[src/sv/dcc_pkg.sv]
`timescale 1ns / 1ps
// ----------------------------------------------------------------------------
// dcc_pkg
// Shared types and constants for the depthwise causal conv1d step unit.
// ----------------------------------------------------------------------------
package dcc_pkg;

    localparam int DATA_W  = 16;
    localparam int CH_W    = 12;
    localparam int TAP_W   = 2;
    localparam int OP_W    = 1;
    localparam int FRAC_W  = 4;
    localparam int PROD_W  = 2 * DATA_W;

    localparam logic [FRAC_W-1:0] FRAC_RESET = 4'd14;

    localparam int QUEUE_DEPTH = 4;
    localparam int QPTR_W      = 2;
    localparam int QCNT_W      = 3;

    typedef enum logic [OP_W-1:0] {
        OP_FILTER = 1'b0,
        OP_LOAD   = 1'b1
    } dcc_op_t;

    // One classified word as it travels from front to back.
    typedef struct packed {
        dcc_op_t                  op;
        logic [CH_W-1:0]          ch;
        logic [TAP_W-1:0]         tap;
        logic signed [DATA_W-1:0] data;
    } dcc_item_t;

endpackage

[src/sv/dcc_queue.sv]
`timescale 1ns / 1ps
// ----------------------------------------------------------------------------
// dcc_queue
// Short FIFO between front and back so each side can stall on its own.
// ----------------------------------------------------------------------------
module dcc_queue (
    input  logic               clk,
    input  logic               rst_n,
    input  logic               push,
    input  dcc_pkg::dcc_item_t push_item,
    output logic               full,
    input  logic               pop,
    output dcc_pkg::dcc_item_t head_item,
    output logic               empty
);

    import dcc_pkg::*;

    dcc_item_t          entry_reg [QUEUE_DEPTH];
    logic [QPTR_W-1:0]  wr_ptr_reg;
    logic [QPTR_W-1:0]  wr_ptr_next;
    logic [QPTR_W-1:0]  rd_ptr_reg;
    logic [QPTR_W-1:0]  rd_ptr_next;
    logic [QCNT_W-1:0]  count_reg;
    logic [QCNT_W-1:0]  count_next;

    assign full      = (count_reg == QCNT_W'(QUEUE_DEPTH));
    assign empty     = (count_reg == '0);
    assign head_item = entry_reg[rd_ptr_reg];

    always_comb
    begin
        wr_ptr_next = push ? (wr_ptr_reg + 1'b1) : wr_ptr_reg;
        rd_ptr_next = pop ? (rd_ptr_reg + 1'b1) : rd_ptr_reg;
        count_next  = count_reg + QCNT_W'(push) - QCNT_W'(pop);
    end

    always_ff @(posedge clk or negedge rst_n)
    begin
        if (!rst_n)
        begin
            wr_ptr_reg <= '0;
            rd_ptr_reg <= '0;
            count_reg  <= '0;
        end
        else
        begin
            wr_ptr_reg <= wr_ptr_next;
            rd_ptr_reg <= rd_ptr_next;
            count_reg  <= count_next;
        end
    end

    always_ff @(posedge clk)
    begin
        if (push)
        begin
            entry_reg[wr_ptr_reg] <= push_item;
        end
    end

endmodule

[config.mk]
export PLATFORM = sky130hd
export DESIGN_NAME = dcc_queue
export DESIGN_NICKNAME = d
export VERILOG_FILES = /design/src/sv/dcc_pkg.sv /design/src/sv/dcc_queue.sv
export SDC_FILE = /design/constraint.sdc
export NUM_CORES = 1
export LEC_CHECK = 0
export ABC_CLOCK_PERIOD_IN_PS = 1600
export BUFFER_PORTS_ARGS = -buffer_cell sky130_fd_sc_hd__buf_2
export CAP_MARGIN = 20
export CORE_ASPECT_RATIO = 0.9
export CORE_MARGIN = 1
export CORE_UTILIZATION = 51
export CTS_CLUSTER_DIAMETER = 100
export CTS_CLUSTER_SIZE = 30
export DETAILED_ROUTE_END_ITERATION = 8
export PLACE_DENSITY = 0.87
export SLEW_MARGIN = 20
export SYNTH_ARGS = -nofsm -noshare
export SYNTH_HDL_FRONTEND = slang
export SYNTH_SLANG_ARGS = --single-unit
[constraint.sdc]
create_clock -name clk -period 1.6 [get_ports clk]
set_input_delay 0.08 -clock clk [delete_from_list [all_inputs] [get_ports clk]]
set_output_delay 0.08 -clock clk [all_outputs]
set_load 0.1 [all_outputs]
# Word-level counts from Yosys, hierarchy flattened
# Memories as Yosys holds them, arrays and structs flattened.
# Cells that the tools add are included.
# op_classes
n_addsub	4
n_eq_ne	1
n_mux	2
n_reduce_logical	1
# op_table
operator	n
$add A2 B1 Y2 const B	2
$add A3 B1 Y3	1
$eq A3 B3 Y1 const B	1
$logic_not A3 Y1	1
$sub A3 B1 Y3	1
$mux W1	2
# totals
register_bits	7
ram_bits	124
in_bits	35
output_inout_bits	33
word_cells	12
memories	1
# memory_table
memory	words	width	rd	rd_clocked_by_memory_dff	wr	line	source
entry_reg	4	31	1	0	1	dcc_queue.sv:19	dcc_item_t entry_reg [QUEUE_DEPTH];

# Logic depth before layout (Yosys ltp)
# depth
ltp_word	2
ltp_mapped	6
ltp_nobuf	6

# Worst setup path before layout
# Ideal clock, no wire load.
# synth_path
path_kind	register -> output
startpoint	reg count_reg[1]
endpoint	out empty
t_arrival_ps	2464
t_required_ps	1520
setup_slack_ps	-944
stages_incl_launch_ff	2
n_path_buf	0
path_cell_list	dfrtp_1 -> nor3_1
# synth_via
elab_chain_cells	1
# synth_rtl
item	line	source
from (decl)	dcc_queue.sv:24	logic [QCNT_W-1:0] count_reg;
from (signal assigned)	dcc_queue.sv:50	count_reg <= count_next;
$logic_not A3 Y1	dcc_queue.sv:28	assign empty = (count_reg == '0);
to (decl)	dcc_queue.sv:14	output logic empty
# Every way passes these cells.

==> results_dict.tcl <==
set metrics [dict create \
    status "complete, but fails checks" \
    violations "setup timing" \
    synth-async-reset-ratio 0.0534 \
    via_per_inst 5.32 \
    htreeDepth 4 \
    synth_most_common_cell "edfxtp_1" \
    max_cap_viol_count 0 \
    io_pins 68 \
    grt_pass1_wl_microns 14900 \
    clockBufferDepth 2 \
    hold_viol_final 0 \
    yosysSeqAreaShare 0.795 \
    syn2layout_area_growth_pct 42.7 \
    cts_tree "yes" \
    syn_inst 196 \
    cts-buffers-inserted 17 \
    min_path_cells 2 \
    grt_usage 0.214 \
    clock_skew_ns 0.00754 \
    clock.fmax_mhz 492 \
    fin_nets 372 \
    yosys_warnings 0 \
    fin_setup_tns_ns -11.70 \
    fin_crit_sh 1.27 \
    grt_pass1_vias 2695 \
    dp_hpwl_microns 5320 \
    antenna_cells 0 \
    synth_edf_count 124 \
    final_core_util 0.760 \
    finalSetupViolCount 31 \
    drtIter0Drc 80 \
    ys_top_cells_by_count "124 x edfxtp_1, 28 x mux4_2, 7 x dfrtp_1" \
    die_y_microns 95.0 \
    ys_types 17 \
    worst_slack_ns -0.432 \
    routedWlPerCell_microns 21.0 \
    io_buffers 67 \
    antenna_left 0 \
    antenna_found_initial 0 \
    drt_pre_antenna_iters 4 \
    finalWirelength_microns 9770 \
    initial_core_util 0.533 \
    rsz0062_at_grt "true" \
    r2r_setup_slack_ns 0.13 \
    synth_area_leaders "edfxtp_1 76%, mux4_2 13%, dfrtp_1 3.6%" \
    worstHoldStart "push_item[18]" \
    hp-class "primary input to register" \
    synth_top_area_cell "edfxtp_1" \
    cp_max_fo 6 \
    r2r-start "count_reg[0]" \
    die_w_microns 105 \
    post-route-drc-count 0 \
    vias 2472 \
    die_area_sq_mm 0.0100 \
    cts.sinks 131 \
    grt-ovfl-total 0 \
    drive_above_1_share 0.455 \
    critical_path.startpoint_type "register" \
    arrival_ns 1.95 \
    syn-num-nets 238 \
    clk_latency_ns 0.51 \
    gp_congestion 0.679 \
    synth_seq_cells 131 \
    synth.top_cell.area_share 0.759 \
    path_class "register to output port" \
    grt_max_degree 32 \
    worstHoldEndpoint "entry_reg[0][18]" \
    dpl_worst_slack_ns -0.000294 \
    timing.rr.end "count_reg[2]" \
    min_period_ns 2.03 \
    ys.flop_type "edfxtp_1" \
    worst_pin_slew_ns 0.480 \
    clkTransAtPathRegs_ns 0.06 \
    largest_reg_flops 124 \
    root_buffer "clkbuf_8" \
    synth.avg_cell_area_sq_um 25.0 \
    cp.required_ns 1.52 \
    rows 33 \
    timing.final.max_slew_violations 0 \
    core_area_sq_mm 0.00921 \
    n_fill_cell 476 \
    rr_worst_depth 6 \
    slew_headroom 0.680 \
    synth_area_sq_mm 0.00490 \
    end_kind "output port" \
]
[through the flow]
step / hold slack (ns) / area (sq um) / std cells
after detailed placement: -0.0733 / 5950 / 390
after floorplan: -0.216 / 4910 / 196
after global placement: -0.0802 / 5950 / 390
after CTS: 0.310 / 7010 / 465
after global routing: 0.320 / 7000 / 465
final: 0.326 / 7000 / 465
[critical path, stage by stage (launching register included)]
cell     delay (ns)
dfrtp_2        0.42
buf_12         0.14
buf_12         0.13
mux4_2         0.56
buf_12         0.20
[worst max-delay path by stage]
stage,from,endpoint,slack (ns)
CTS,rd_ptr_reg[0],head_item[3],-0.43
floorplan,count_reg[1],empty,-0.10
global placement,wr_ptr_reg[1],entry_reg[3][5],0.03
finish,rd_ptr_reg[0],head_item[23],-0.43
global route,rd_ptr_reg[0],head_item[23],-0.47
detailed placement,wr_ptr_reg[1],entry_reg[3][12],-0.0003
[final cells by class]
cell class / instances / area, sq um / area share
flip-flops and latches: 131 / 3900 / 0.557
repair buffers: 122 / 1430 / 0.204
multi-input cells: 52 / 900 / 0.129
clock buffers: 17 / 414 / 0.0592
clock inverters: 15 / 181 / 0.0259
well taps: 122 / 153 / 0.0218
inverters: 6 / 22.5 / 0.00322
[cell families after synthesis]
logic type               share of synthesized area
XOR/XNOR                                   0.00893
multiplexers                                 0.145
buffers and inverters                       0.0222
flip-flops                                   0.795
adder cells (fa/ha/maj)                     0.0194
AO/OA/AOI/OAI                              0.00102
AND/OR/NAND/NOR                            0.00893
[routing by layer]
layer	global-route usage	vias to the layer above	share of wire
li1	-	1088	-
met1	0.243	1296	0.39
met2	0.394	78	0.56
met3	0.0533	10	0.038
met4	0.0857	0	0.018
met5	0	-	0
[timing repair]
item                                   CTS  global route
hold buffers                            35             0
gates cloned                             2             0
setup buffers                            6             1
endpoints found under the hold margin  136             0
setup endpoints to repair               64            33
gates resized for setup                  9             4
pin swaps                                0             1
[layout by cell type (no fill, tap or decap), drive strengths merged, types with 2 or more instances in the layout]
master       instances
edfxtp             124
inv                  9
dlygate4sd3         35
mux4                31
buf                 87
clkinv               8
xnor2                2
and2                 4
xor2                 3
ha                   6
clkbuf              17
dfrtp                7
bufinv               3
nand2                2
Power is left out: the tool's default activity adds up to more than one toggle a clock period on the data nets, which glitch-free logic cannot reach.
