--- src/sv/dcc_pkg.sv ---
`timescale 1ns / 1ps
// ----------------------------------------------------------------------------
// dcc_pkg
// Shared types and constants for the depthwise causal conv1d step unit.
// ----------------------------------------------------------------------------
package dcc_pkg;

    localparam int DATA_W  = 16;
    localparam int CH_W    = 12;
    localparam int TAP_W   = 2;
    localparam int OP_W    = 1;
    localparam int FRAC_W  = 4;
    localparam int PROD_W  = 2 * DATA_W;

    localparam logic [FRAC_W-1:0] FRAC_RESET = 4'd14;

    localparam int QUEUE_DEPTH = 4;
    localparam int QPTR_W      = 2;
    localparam int QCNT_W      = 3;

    typedef enum logic [OP_W-1:0] {
        OP_FILTER = 1'b0,
        OP_LOAD   = 1'b1
    } dcc_op_t;

    // One classified word as it travels from front to back.
    typedef struct packed {
        dcc_op_t                  op;
        logic [CH_W-1:0]          ch;
        logic [TAP_W-1:0]         tap;
        logic signed [DATA_W-1:0] data;
    } dcc_item_t;

endpackage

--- src/sv/dcc_front.sv ---
`timescale 1ns / 1ps
// ----------------------------------------------------------------------------
// dcc_front
// Input stage: accepts words, drops out-of-range channels and taps, and
// hands the rest to the queue.
// ----------------------------------------------------------------------------
module dcc_front #(
    parameter int CHANNELS = 4096,
    parameter int TAPS     = 4
) (
    input  logic                                clk,
    input  logic                                rst_n,
    input  logic                                in_valid,
    output logic                                in_stall,
    input  logic [dcc_pkg::OP_W-1:0]            opcode,
    input  logic [dcc_pkg::CH_W-1:0]            channel_index,
    input  logic [dcc_pkg::TAP_W-1:0]           tap_index,
    input  logic signed [dcc_pkg::DATA_W-1:0]   sample_value,
    input  logic signed [dcc_pkg::DATA_W-1:0]   weight_value,
    input  logic                                busy,
    input  logic                                q_full,
    output logic                                push,
    output dcc_pkg::dcc_item_t                  push_item
);

    import dcc_pkg::*;

    logic      f_valid_reg;
    logic      f_valid_next;
    dcc_item_t f_item_reg;
    dcc_item_t f_item_next;
    logic      room;
    logic      take;
    logic      keep;

    assign room      = !f_valid_reg || !q_full;
    assign in_stall  = busy || !room;
    assign take      = in_valid && !in_stall;
    assign push      = f_valid_reg && !q_full;
    assign push_item = f_item_reg;

    always_comb
    begin
        f_item_next.op   = dcc_op_t'(opcode);
        f_item_next.ch   = channel_index;
        f_item_next.tap  = tap_index;
        f_item_next.data = (dcc_op_t'(opcode) == OP_FILTER) ? sample_value : weight_value;

        keep = (32'(channel_index) < 32'(CHANNELS)) &&
               ((dcc_op_t'(opcode) == OP_FILTER) || (32'(tap_index) < 32'(TAPS)));

        f_valid_next = f_valid_reg;
        if (take)
        begin
            // drop words that touch no state
            f_valid_next = keep;
        end
        else if (push)
        begin
            f_valid_next = 1'b0;
        end
    end

    always_ff @(posedge clk or negedge rst_n)
    begin
        if (!rst_n)
        begin
            f_valid_reg <= 1'b0;
        end
        else
        begin
            f_valid_reg <= f_valid_next;
        end
    end

    always_ff @(posedge clk)
    begin
        if (take)
        begin
            f_item_reg <= f_item_next;
        end
    end

endmodule

--- config.mk ---
export PLATFORM = sky130hd
export DESIGN_NAME = dcc_front
export DESIGN_NICKNAME = d
export VERILOG_FILES = /design/src/sv/dcc_pkg.sv /design/src/sv/dcc_front.sv
export SDC_FILE = /design/constraint.sdc
export NUM_CORES = 1
export LEC_CHECK = 0
export BUFFER_PORTS_ARGS = -buffer_cell sky130_fd_sc_hd__buf_2
export CORE_ASPECT_RATIO = 1.5
export CORE_UTILIZATION = 43
export CTS_CLUSTER_DIAMETER = 40
export DETAILED_ROUTE_END_ITERATION = 7
export GPL_ROUTABILITY_DRIVEN = 0
export MAX_ROUTING_LAYER = met4
export PLACE_DENSITY = 0.83
export SKIP_LAST_GASP = 1
export SLEW_MARGIN = 20
export SYNTH_ARGS = -nofsm -noshare
export SYNTH_HDL_FRONTEND = slang
export SYNTH_SLANG_ARGS = --single-unit
--- constraint.sdc ---
create_clock -name clk -period 7.2 [get_ports clk]
set_input_delay 0 -clock clk [delete_from_list [all_inputs] [get_ports clk]]
set_output_delay 0 -clock clk [all_outputs]
set_load 0.05 [all_outputs]
After elaboration in Yosys (flattened, before gate mapping) --
Cells that the tools add are included.
Storage, ports and cells: flip-flop bits (word level) 32, output and inout port bits 33, word-level logic and storage cells 17
Operators by class: muxes and demuxes 3, reduce and logical (&&, ||, !) cells 9
Operators with widths (count):
- two-way mux 16 bit | 1
- zero test 1 bit | 4
- logical AND 1 bit | 2
- logical OR 1 bit | 2
- two-way mux 1 bit | 2
- nonzero test 2 bit | 1

Depth between registers and ports, before layout --
depth after elaboration 7, gate-level depth with buffers 3

Worst setup path after synthesis --
No wires, ideal clock.
kind register to register, start register f_valid_reg, end register f_item_reg (netlist bit push_item[0]), enable pin, arrival time 1.917 ns, required time 6.770 ns, path slack 4.854 ns, cell stages (with the launch flop) 2, path buffers 0, cells stage by stage dfrtp_1 a21oi_1
On the way: cells in the longest elaborated chain, start to end 6
Ends and longest elaborated chain:
- from (decl) | line dcc_front.sv:28 | logic f_valid_reg;
- from (signal assigned) | line dcc_front.sv:72 | f_valid_reg <= f_valid_next;
- zero test 1 bit | line dcc_front.sv:36 | assign room = !f_valid_reg || !q_full;
- logical OR 1 bit | line dcc_front.sv:36
- zero test 1 bit | line dcc_front.sv:37 | assign in_stall = busy || !room;
- logical OR 1 bit | line dcc_front.sv:37
- zero test 1 bit | line dcc_front.sv:38 | assign take = in_valid && !in_stall;
- logical AND 1 bit | line dcc_front.sv:38
- to (signal assigned) | line dcc_front.sv:80 | f_item_reg <= f_item_next;
- to (decl) | line dcc_front.sv:30 | dcc_item_t f_item_reg;
No other way between the ends. A chain may end at the register's enable or synchronous reset.

Worst setup path in the final report --
start input in_valid, end register f_item_reg (netlist bit push_item[30]), enable pin
On the way: cells in the longest elaborated chain, start to end 1
Ends and longest elaborated chain:
- from (decl) | line dcc_front.sv:13 | input logic in_valid,
- logical AND 1 bit | line dcc_front.sv:38
No other way between the ends.

==> metrics.md <==
| Metric | Value |
|---|---|
| Placed cell count | `between 150 and 200` |
| Reg power frac | `47.5%` |
| Clock sink total | `32` |
| Top FF cell, synth | `edfxtp_1` |
| Fillers | `176` |
| Crit Path Max Fanout | `31` |
| Clock-pin slew on the worst setup and hold paths | `70 ps` |
| Unique cell type count in the Yosys netlist | `10` |
| Worst-path cell chain | `dlygate4sd3_1, buf_2, nand2b_1, a21oi_2, buf_4` |
| Internal power | `0.000347 W` |
| Syn Inst Count | `56` |
| Run status | `finished clean` |
| Share of flip-flops with an asynchronous set or reset after synthesis | `3.13%` |
| Number of global-route vias before repair | `approximately 970` |
| Period utilization | `17.6%` |
| CP Launch Type | `input port` |
| Total core area | `2710 µm²` |
| Crit path kind | `in -> reg` |
| Synthesis-stage register bit count | `32` |
| Maximum VDD drop | `0.000180 V` |
| Bufs on Longest Clock Path | `2` |
| Synth warn | `0` |
| Crit-path slowest cell | `dlygate4sd3_1` |
| Worst path max stage delay | `530 ps` |
| DR pass1 iterations | `6` |
| Mapped cell area | `about 1200 µm²` |
| Shortest period the worst path allows | `approximately 1300 ps` |
| Row cnt | `23` |
| Synthesized area per cell | `~22 µm²` |
| Initial core utilization | `45.7%` |
| RSZ-0062 raised after global routing | `false` |
| Avg WL per Cell | `15.7 µm` |
| Pleak | `between 0.8 and 0.9 nW` |
| Post-synth EDFFs | `31` |
| Initial DRC count | `37` |
| Worst Path Arrival | `1200 ps` |
| Multi-input logic area | `~250 µm²` |
| Antenna-violating nets left | `0` |
| Antenna violations before repair | `0` |
| Top cells by count, synth | `31 x edfxtp_1, 10 x mux2_4, 6 x mux2_2` |
| Final Setup Violations | `0` |
| Post-synth top area share | `between 70 and 80%` |
| Worst path required time | `7140 ps` |
| Die Y | `67.7 µm` |
| Sw Pwr | `0.000112 W` |
| Tot GR Track Use | `between 20% and 30%` |
| Fraction of layout cells with a size suffix above 1 | `66.3%` |
| Slew Limit Fails | `0` |
| Final WL | `3150 µm` |
| Sum of negative setup slack | `0 ps` |
| Net count, final | `214` |
| Max Clk Rate | `slightly below 0.8 GHz` |
| Sequential Area | `956 µm²` |
| Leading cell type by number of instances after synthesis | `edfxtp_1` |
| WP buf/inv | `3` |
| Fin cells | `200` |
| Gate power share | `about 17%` |
| Yosys top cell by area | `edfxtp_1` |
| Final hold violations | `0` |
| Synth top area cells | `edfxtp_1 75%, mux2_4 12%, mux2_2 5.5%` |
| Vias | `slightly above 900` |
| Synth-to-Final Area Change | `57.7%` |
| CP Capture Type | `register` |
| Pwr Density | `235 nW/µm²` |
| Clock network power share | `between 30% and 40%` |
| CTS tree | `yes` |
| Switching part of the total | `between 20% and 30%` |
| Via density | `4.66` |
| # diodes | `0` |
| Post-cts resize count | `0` |
| Max reg flops | `31` |
| IO Count | `85` |
| Seq/Total Area, Yosys | `77.3%` |
| Crit-path leading delay family | `buffers and inverters` |
| Congestion Overflow GR | `0` |
| Synthesized Nets | `108` |
| CTS Root Cell | `clkbuf_8` |
| Die X-Extent | `45.8 µm` |
| CTS Buf Count | `5` |
| DIE AREA | `3100 µm²` |
| DRC Markers | `0` |
| Global-route wire length before repair | `4530 µm` |
| Max Cap Viol | `0` |
| Worst-margin pin slew | `453 ps` |
| Clock Skews | `7.31 ps` |
| Skew-Pair Late Insertion Delay | `280 ps` |
| Maximum number of pins on one net before global-route repair | `32` |
| Buffers on Ports | `between 80 and 90` |
| Htree depth | `2` |
| Slew HR | `69.8%` |
| Hold WC Path Type | `in -> async` |
==> layer usage <==
layer  GRT usage, %  vias up  wire length, µm  share of wire, %
met4           17.3        0              131               4.2
met1           20.1      426              964                31
li1               -      426                -                 -
met3           6.15       13              295               9.4
met2           39.6       67             1760                56
met5              -        -                0                 0
==> area by class of cell <==
class,instances,share of cell area [%]
sequential,32,49.0
timing repair buffer,101,30.2
multi-input combinational,22,13.0
clock buffer,5,3.53
tap,37,2.37
clock inverter,3,1.93
==> worst paths after layout <==
check / slack (ps) / cells past startpoint / endpoint / start
min reg2reg: 580 / 2 / f_valid_reg$_DFFE_PN0P_ / f_valid_reg$_DFFE_PN0P_
max: 5940 / 5 / push_item[30]$_DFFE_PP_ / in_valid
max in group asynchronous: 7100 / 2 / f_valid_reg$_DFFE_PN0P_ / rst_n
max reg2reg: 5940 / 2 / push_item[30]$_DFFE_PP_ / f_valid_reg$_DFFE_PN0P_
min in group clk: 20 / 2 / push_item[5]$_DFFE_PP_ / sample_value[5]
min: 10 / 2 / f_valid_reg$_DFFE_PN0P_ / rst_n
==> repair_timing <==
item / CTS / global route
hold endpoints to repair: 16 / 0
buffers inserted: 0 / 0
endpoints found under the setup margin: 0 / 0
hold buffers: 16 / 0
==> cell families (layout without fill, tap and decap cells) <==
kind of cell           Yosys count  in the layout  share of synthesized area, %
flip-flops                      32             32                          77.3
multiplexers                    16             16                          17.6
AND/OR/NAND/NOR                  5              5                          2.13
buffers and inverters            2            109                          2.53
AO/OA/AOI/OAI                    1              1                         0.404
==> stage by stage <==
step                utilization [%]  hold WS (ps)  total power [W]  cell area (µm²)  setup slack [ps]
global placement               62.2          -224         0.000289             1680              6020
global route                   72.1          24.5         0.000471             1950              5860
finish                         72.1          14.4         0.000459             1950              5940
CTS                            72.1          9.47         0.000456             1950              5950
detailed placement             62.2          -223         0.000292             1680              5970
floorplan                         -          -296         0.000269             1240              4850
==> power groups by stage <==
stage | registers [W] | clock network, W | logic [W]
after floorplan | 0.000249 | 0 | 0.0000202
after global placement | 0.000221 | 0 | 0.0000682
after detailed placement | 0.000221 | 0 | 0.0000702
after CTS | 0.000218 | 0.000161 | 0.0000773
after global routing | 0.000219 | 0.000171 | 0.0000820
final | 0.000218 | 0.000163 | 0.0000778
==> cells in the final DEF (no fill, tap or decap), drive strengths merged <==
cell type,n
a21oi,1
buf,85
bufinv,1
clkbuf,5
clkinv,2
dfrtp,1
dlygate4sd3,16
edfxtp,31
mux2,16
nand2,2
nand2b,2
nor2b,1
==> worst register-to-register path, stage by stage (launching register included) <==
cell and delay, ps:
dfrtp_1 410, a21oi_2 140, buf_4 360
(Power assumes the default switching activity.)
